[config.mk]
export PLATFORM = sky130hd
export DESIGN_NAME = lpmr_ctrl
export DESIGN_NICKNAME = d
export VERILOG_FILES = /design/src/design/lpmr_pkg.sv /design/src/design/lpmr_ctrl.sv
export SDC_FILE = /design/constraint.sdc
export NUM_CORES = 1
export LEC_CHECK = 0
export BUFFER_PORTS_ARGS = -buffer_cell sky130_fd_sc_hd__buf_4
export CAP_MARGIN = 40
export CORE_AREA = 5 5 42 44
export CTS_CLUSTER_SIZE = 30
export DETAILED_ROUTE_END_ITERATION = 8
export DIE_AREA = 0 0 47 49
export HOLD_SLACK_MARGIN = 0.1
export SLEW_MARGIN = 25
export SYNTH_ARGS = -nofsm -noshare
export SYNTH_HDL_FRONTEND = slang
export SYNTH_SLANG_ARGS = --single-unit
[constraint.sdc]
create_clock -name i_clk -period 0.83 [get_ports i_clk]
set_input_delay 0.0415 -clock i_clk [delete_from_list [all_inputs] [get_ports i_clk]]
set_output_delay 0.0415 -clock i_clk [all_outputs]
set_load 0.02 [all_outputs]
[src/design/lpmr_pkg.sv]
// ----------------------------------------------------------------------------
// lpmr_pkg
// Shared constants, types and helpers for the length-prefixed mailbox ring.
// ----------------------------------------------------------------------------
package lpmr_pkg;

    localparam int NUM_MAILBOXES = 8;
    localparam int RING_BYTES    = 256;

    localparam int OP_W       = 2;
    localparam int MB_W       = 3;
    localparam int LEN_W      = 8;
    localparam int LEN1_W     = LEN_W + 1;
    localparam int STATUS_W   = 2;
    localparam int CNT_OUT_W  = 9;

    localparam int MB_IDX_W   = (NUM_MAILBOXES > 1) ? $clog2(NUM_MAILBOXES) : 1;
    localparam int PTR_W      = $clog2(RING_BYTES);
    localparam int PTR1_W     = PTR_W + 1;
    localparam int CNT_W      = $clog2(RING_BYTES + 1);
    localparam int ADDR_W     = MB_IDX_W + PTR_W;
    localparam int MEM_DEPTH  = 2 ** ADDR_W;
    localparam int SUM_W      = ((PTR_W > LEN1_W) ? PTR_W : LEN1_W) + 1;
    localparam int CMP_W      = (CNT_W > LEN_W) ? CNT_W : LEN_W;

    typedef enum logic [OP_W-1:0] {
        OP_SEND_BEGIN = 2'd0,
        OP_SEND_BYTE  = 2'd1,
        OP_RECV       = 2'd2,
        OP_QUERY      = 2'd3
    } t_op;

    typedef enum logic [STATUS_W-1:0] {
        STAT_OK       = 2'd0,
        STAT_NO_SPACE = 2'd1,
        STAT_NO_MSG   = 2'd2,
        STAT_SEQ      = 2'd3
    } t_status;

    typedef enum logic [1:0] {
        ST_IDLE,
        ST_DECIDE,
        ST_WAIT_LEN,
        ST_WAIT_DATA
    } t_state;

    typedef struct packed {
        logic load;
        logic decide;
        logic len_take;
        logic data_take;
    } t_dp_cmd;

    typedef struct packed {
        logic need_len;
        logic need_data;
    } t_dp_stat;

    // base + step, folded once into the ring; step never exceeds RING_BYTES
    function automatic logic [PTR_W-1:0] ring_wrap(input logic [PTR_W-1:0]  base,
                                                   input logic [LEN1_W-1:0] step);
        logic [SUM_W-1:0] sum;
        sum = SUM_W'(base) + SUM_W'(step);
        if (sum >= SUM_W'(RING_BYTES)) begin
            sum = sum - SUM_W'(RING_BYTES);
        end
        return sum[PTR_W-1:0];
    endfunction

    function automatic logic [CNT_W-1:0] free_space(input logic [PTR_W-1:0] head,
                                                    input logic [PTR_W-1:0] tail,
                                                    input logic [CNT_W-1:0] cnt);
        logic [PTR1_W-1:0] diff;
        if (head == tail && cnt != '0) begin
            diff = '0;
        end else if (tail > head) begin
            diff = PTR1_W'(tail) - PTR1_W'(head);
        end else begin
            diff = PTR1_W'(tail) + PTR1_W'(RING_BYTES) - PTR1_W'(head);
        end
        return CNT_W'(diff);
    endfunction

endpackage

[src/design/lpmr_ctrl.sv]
// ----------------------------------------------------------------------------
// lpmr_ctrl
// Sequencer: accepts a command, then steps the datapath through its decision
// and any ring reads that a receive needs.
// ----------------------------------------------------------------------------
module lpmr_ctrl
    import lpmr_pkg::*;
(
    input  logic     i_clk,
    input  logic     i_rst_n,
    input  logic     start,
    input  t_dp_stat i_stat,
    output t_dp_cmd  o_cmd,
    output logic     busy
);

    t_state r_state;
    t_state n_state;

    always_ff @(posedge i_clk) begin
        if (!i_rst_n) begin
            r_state <= ST_IDLE;
        end else begin
            r_state <= n_state;
        end
    end

    always_comb begin
        n_state = r_state;
        unique case (r_state)
            ST_IDLE: begin
                if (start) begin
                    n_state = ST_DECIDE;
                end
            end
            ST_DECIDE: begin
                if (i_stat.need_len) begin
                    n_state = ST_WAIT_LEN;
                end else if (i_stat.need_data) begin
                    n_state = ST_WAIT_DATA;
                end else begin
                    n_state = ST_IDLE;
                end
            end
            ST_WAIT_LEN:  n_state = ST_DECIDE;
            ST_WAIT_DATA: n_state = ST_IDLE;
        endcase
    end

    always_comb begin
        o_cmd = '0;
        busy  = 1'b1;
        unique case (r_state)
            ST_IDLE: begin
                busy       = 1'b0;
                o_cmd.load = start;
            end
            ST_DECIDE:    o_cmd.decide    = 1'b1;
            ST_WAIT_LEN:  o_cmd.len_take  = 1'b1;
            ST_WAIT_DATA: o_cmd.data_take = 1'b1;
        endcase
    end

    a_decide_entry: assert property (@(posedge i_clk) disable iff (!i_rst_n)
        r_state == ST_DECIDE |-> $past(r_state) == ST_WAIT_LEN || $past(start))
        else $error("decide entered without a command or a length read");

    a_data_entry: assert property (@(posedge i_clk) disable iff (!i_rst_n)
        r_state == ST_WAIT_DATA |-> $past(r_state) == ST_DECIDE)
        else $error("data wait not preceded by decide");

    a_one_read: assert property (@(posedge i_clk) disable iff (!i_rst_n)
        r_state == ST_DECIDE |-> !(i_stat.need_len && i_stat.need_data))
        else $error("length and data read requested together");

endmodule

==> results.yml, run 1 <==
run_status:
  run_status: "finished, violations left"
  violations: "negative setup slack"
worst_setup_path:
  worstPathRequired_ns: 0.79
  reg2reg_depth: 3
  end_kind: "output port"
  rrSetupSlack_ns: -0.10
  cp-start-kind: "register"
  startpoint: "r_state[0]"
  arrival_ns: 0.99
  worstSetupPathType: "register to output port"
  cp-endpoint: "o_cmd[3]"
  crit_fanout: 4
  r2r_end: "r_state[1]"
  r2r-start: "r_state[1]"
route:
  routedWlPerCell_um: 9.64
  drc: 0
  drt_iter0_drc: 0
  avgViaCountPerCell: 3.49
  firstDrtPassIters: 1
  num_vias: 157
  ant_nets: 0
  drt_wl_total_um: 434
cts:
  clkLatencyLatePin_ns: 0.22
  cts_root_buf: "clkbuf_4"
  clk_pin_slew_worst_paths_ns: 0.03
  cts_buffer_depth: 2
  cts_tree: "yes"
  numCtsBuffers: 3
  cts.htree.levels: 1
  cts_sinks: 2
power_and_ir_drop:
  p_clk_share_pct: 44.2
  combPwrFrac_pct: 32.5
  p_sw_share_pct: 26.4
  internal_power_mw: 0.358
  peakVddDrop_mv: 0.238
  p_sw_mw: 0.129
  p_seq_share_pct: 23.3
  p_per_area_nw_per_um2: 1610
  p_leak_nw: 0.149
timing:
  fmax_mhz: 967
  tns_ns: -0.966
  relSlewSlack_pct: 85.7
  hold_viol: 0
  period_needed_ns: 1.03
  worstMarginPinSlew_ns: 0.213
  rsz0062_at_grt: "yes"
  setup_viol: 7
  holdWs_ns: 0.0987
  finClkSkew_ns: 0.00175
  fin_crit_sh_pct: 125
  fin_ws_ns: -0.204
  slew_violations: 0
layout:
  mostFrequentLayoutCells: "buf_4 (6), buf_6 (5), clkbuf_4 (3), dlygate4sd3_1 (3), dfxtp_2 (2)"
  top_register: "r_state"
  reg.largest.list: "r_state x2"
  final_area_um2: 303
  multi_input_area_um2: 82.6
  register_area_um2: 42.5
  nets: 36
  largest_reg_flops: 2
  n_fill_cell: 161
  drive_above_1_share_pct: 72.4
  diodes: 0
  syn_to_final_growth_pct: 188
  layout_commonest_cell: "buf_4"
yosys:
  ys_seq_area_share_pct: 38.1
  netlist.area_leader.share_pct: 38.1
  synthCells: 12
  synth_top_area_cell: "dfxtp_1"
  synth_area_leaders: "dfxtp_1 (38%), o211a_1 (9.5%), or3b_1 (8.3%)"
  synth_cell_types: 11
  ys_seq_elements: 2
  synth_nets: 17
  synth_area_per_cell_um2: 8.76
  netlist_area_um2: 105
  yosysWarnings: 0
floorplanning:
  die-area_um2: 2300
  die_h_um: 49
  die_x_um: 47
  io_pins: 10
  fp.coreArea_um2: 1400
  initial_utilization_pct: 7.50
  row_count: 14
place:
  place_congestion: 0.660
  io_buffer_count: 9
  dp_slack_ns: -0.0413
  hpwl_um: 265
  place_area_um2: 205
global_route:
  grt_max_degree: 7
  grt_pass1_vias: 166
  grt_pass1_wl_um: 614
  grt_usage_pct: 4.64
  antenna_found_initial: 0
  grt.overflow.total: 0
run:
  drv_cap: 0
hold_path:
  hold_path_class: "input port to register"
cells in the mapped netlist:
| cell | count |
|---|---|
| nor2b_1 | 1 |
| dfxtp_1 | 2 |
| and2b_1 | 1 |
| a21oi_1 | 1 |
| o31ai_1 | 1 |
| or3b_1 | 1 |
| inv_1 | 1 |
| o211a_1 | 1 |
| and2_1 | 1 |
| nor2_1 | 1 |
| or2_2 | 1 |
worst min path at each step:
stage | start | slack, ns | depth (start not counted) | to
floorplan | i_rst_n | 0.17 | 2 | r_state[0]
global placement | i_stat[0] | 0.29 | 2 | r_state[1]
detailed placement | i_stat[0] | 0.30 | 2 | r_state[1]
CTS | i_stat[1] | 0.08 | 2 | r_state[1]
global route | i_stat[1] | 0.13 | 3 | r_state[0]
finish | i_stat[1] | 0.1 | 3 | r_state[0]
cells by family (layout without fill, tap and decap cells):
logic type,Yosys count,count (layout),synth area share [%]
compound gates,3,3,21.4
buf+inv,1,18,3.57
flops,2,2,38.1
simple gates,6,6,36.9
routing by layer:
layer	vias to the layer above	track usage [%]	part of all wire, %
li1	75	-	-
met1	70	2.84	26
met2	10	6.56	54
met3	2	3.32	16
met4	0	6.91	3.5
met5	-	0	0
worst max-delay path, stage by stage (launching register included):
cell and delay [ns]:
dfxtp_2 0.32, or2_4 0.26, nor2_4 0.08, buf_6 0.11
power groups by stage:
stage	Sequential (mW)	Combinational (mW)	Clock, mW
2_1_floorplan	0.113	0.0629	0
3_3_place_gp	0.115	0.110	0
3_5_place_dp	0.115	0.111	0
4_1_cts	0.114	0.147	0.234
5_1_grt	0.115	0.169	0.232
6_report	0.114	0.158	0.215
stage by stage:
stage               total power, mW  instances  util (%)
floorplan                     0.176         12         -
global placement              0.225         37      14.6
detailed placement            0.227         37      14.6
CTS                           0.494         44      20.1
global route                  0.516         45      21.6
finish                        0.487         45      21.6
area by class of cell:
class	count	share of cell area [%]
inverters	1	1.24
well taps	16	6.61
flip-flops and latches	2	14.0
repair buffers	14	43.4
clock buffers	3	7.44
multi-input cells	9	27.3
repair_timing:
action,in CTS,in global routing
pin swaps,0,0
setup endpoints to repair,6,7
resized for setup,6,3
hold endpoints to repair,2,1
hold buffers,2,1
buffers inserted,2,0
Power figures use the tool's default switching activity.
==> run 2: changes to the inputs <==
SKIP_CTS_REPAIR_TIMING = 1   (was unset)
==> results.yml, run 2 (synthesis gave the netlist of run 1 again) <==
cts:
  clk_pin_slew_worst_paths_ns: 0.03
  cts_buffer_depth: 2
  cts_root_buf: "clkbuf_4"
  cts.htree.levels: 1
  numCtsBuffers: 3
  clkLatencyLatePin_ns: 0.22
  cts_tree: "yes"
  cts_sinks: 2
hold_path:
  hold_path_class: "input port to register"
  min_to: "r_state[0]"
  holdPathStages: 3
  min_from: "i_stat[1]"
run:
  drv_cap: 0
timing:
  fin_crit_sh_pct: 126
  slew_violations: 0
  relSlewSlack_pct: 86.1
  setup_viol: 6
  worstMarginPinSlew_ns: 0.207
  rsz0062_at_grt: "yes"
  finClkSkew_ns: 0.00165
  hold_viol: 0
  tns_ns: -0.745
  holdWs_ns: 0.0944
  period_needed_ns: 1.05
  fmax_mhz: 956
  fin_ws_ns: -0.216
layout:
  diodes: 0
  register_area_um2: 45.0
  nets: 34
  final_util_pct: 19.1
  largest_reg_flops: 2
  reg.largest.list: "r_state x2"
  n_fill_cell: 167
  drive_above_1_share_pct: 66.7
  layout_commonest_cell: "buf_4"
  multi_input_area_um2: 75.1
  mostFrequentLayoutCells: "buf_4 (8), clkbuf_4 (3), dlygate4sd3_1 (3)"
  top_register: "r_state"
  syn_to_final_growth_pct: 155
power_and_ir_drop:
  p_clk_share_pct: 47.2
  total_power_mw: 0.456
  p_sw_mw: 0.120
  peakVddDrop_mv: 0.234
  combPwrFrac_pct: 27.6
  p_leak_nw: 0.133
  p_seq_share_pct: 25.2
  internal_power_mw: 0.336
  p_sw_share_pct: 26.3
  p_per_area_nw_per_um2: 1700
global_route:
  antenna_found_initial: 0
  grt_usage_pct: 3.66
  grt.overflow.total: 0
  grt_pass1_vias: 129
  grt_max_degree: 7
  grt_pass1_wl_um: 455
worst_setup_path:
  crit_fanout: 6
  r2r_end: "r_state[0]"
  r2r-start: "r_state[1]"
  rrSetupSlack_ns: -0.07
  worstSetupPathType: "register to output port"
  reg2reg_depth: 2
  worstPathRequired_ns: 0.79
  cp-start-kind: "register"
  arrival_ns: 1.00
  end_kind: "output port"
route:
  drt_wl_total_um: 396
  num_vias: 150
  avgViaCountPerCell: 3.49
  drt_iter0_drc: 0
  wl_met2_um: 194
  drc: 0
  wl_met3_um: 70
  firstDrtPassIters: 1
  met1_length_um: 116
  ant_nets: 0
  routedWlPerCell_um: 9.21
  highest_layer: "met4"
floorplanning:
  die_x_um: 47
  initial_utilization_pct: 7.50
  fp.coreArea_um2: 1400
  row_count: 14
  die_h_um: 49
  io_pins: 10
  die-area_um2: 2300
place:
  place_congestion: 0.660
  io_buffer_count: 9
  dp_slack_ns: -0.0413
  hpwl_um: 265
run_status:
  violations: "negative setup slack"
  run_status: "finished, violations left"
==> run 2: layer usage <==
layer,up-vias,track usage [%]
met5,-,0
met4,0,6.91
met3,2,3.32
met2,10,3.62
met1,65,2.63
li1,73,-
==> run 2: power groups by stage <==
stage               clock, mW  combinational (mW)  sequential [mW]
CTS                     0.234               0.112            0.114
floorplan                   0              0.0629            0.113
global route            0.232               0.134            0.117
detailed placement          0               0.111            0.115
finish                  0.215               0.126            0.115
global placement            0               0.110            0.115
==> run 2: worst max-delay path, cell delays in order, from the launching register on <==
cell and delay (ns):
dfxtp_4 0.35, or2_4 0.24, nor2_4 0.08, buf_6 0.11
==> run 2: metrics by stage <==
| step | area (um^2) | cells |
|---|---|---|
| after global placement | 205 | 37 |
| after CTS | 228 | 40 |
| after global routing | 268 | 43 |
| final | 268 | 43 |
| after floorplan | 118 | 12 |
| after detailed placement | 205 | 37 |
==> run 2: worst max path at each step <==
| stage | startpoint | end | slack, ns | cells after the start |
|---|---|---|---|---|
| final | r_state[0] | o_cmd[3] | -0.22 | 3 |
| after global routing | r_state[1] | o_cmd[3] | -0.24 | 3 |
| after CTS | r_state[0] | o_cmd[3] | -0.26 | 3 |
| after detailed placement | r_state[1] | r_state[0] | -0.04 | 2 |
| after global placement | r_state[1] | r_state[0] | -0.04 | 2 |
| after floorplan | r_state[1] | r_state[1] | 0.01 | 2 |
==> run 2: cell type report <==
type | count | area share [%]
Clock buffer | 3 | 8.41
Inverter | 1 | 1.40
Multi-Input combinational cell | 9 | 28.0
Sequential cell | 2 | 16.8
Tap cell | 16 | 7.48
Timing Repair Buffer | 12 | 37.9
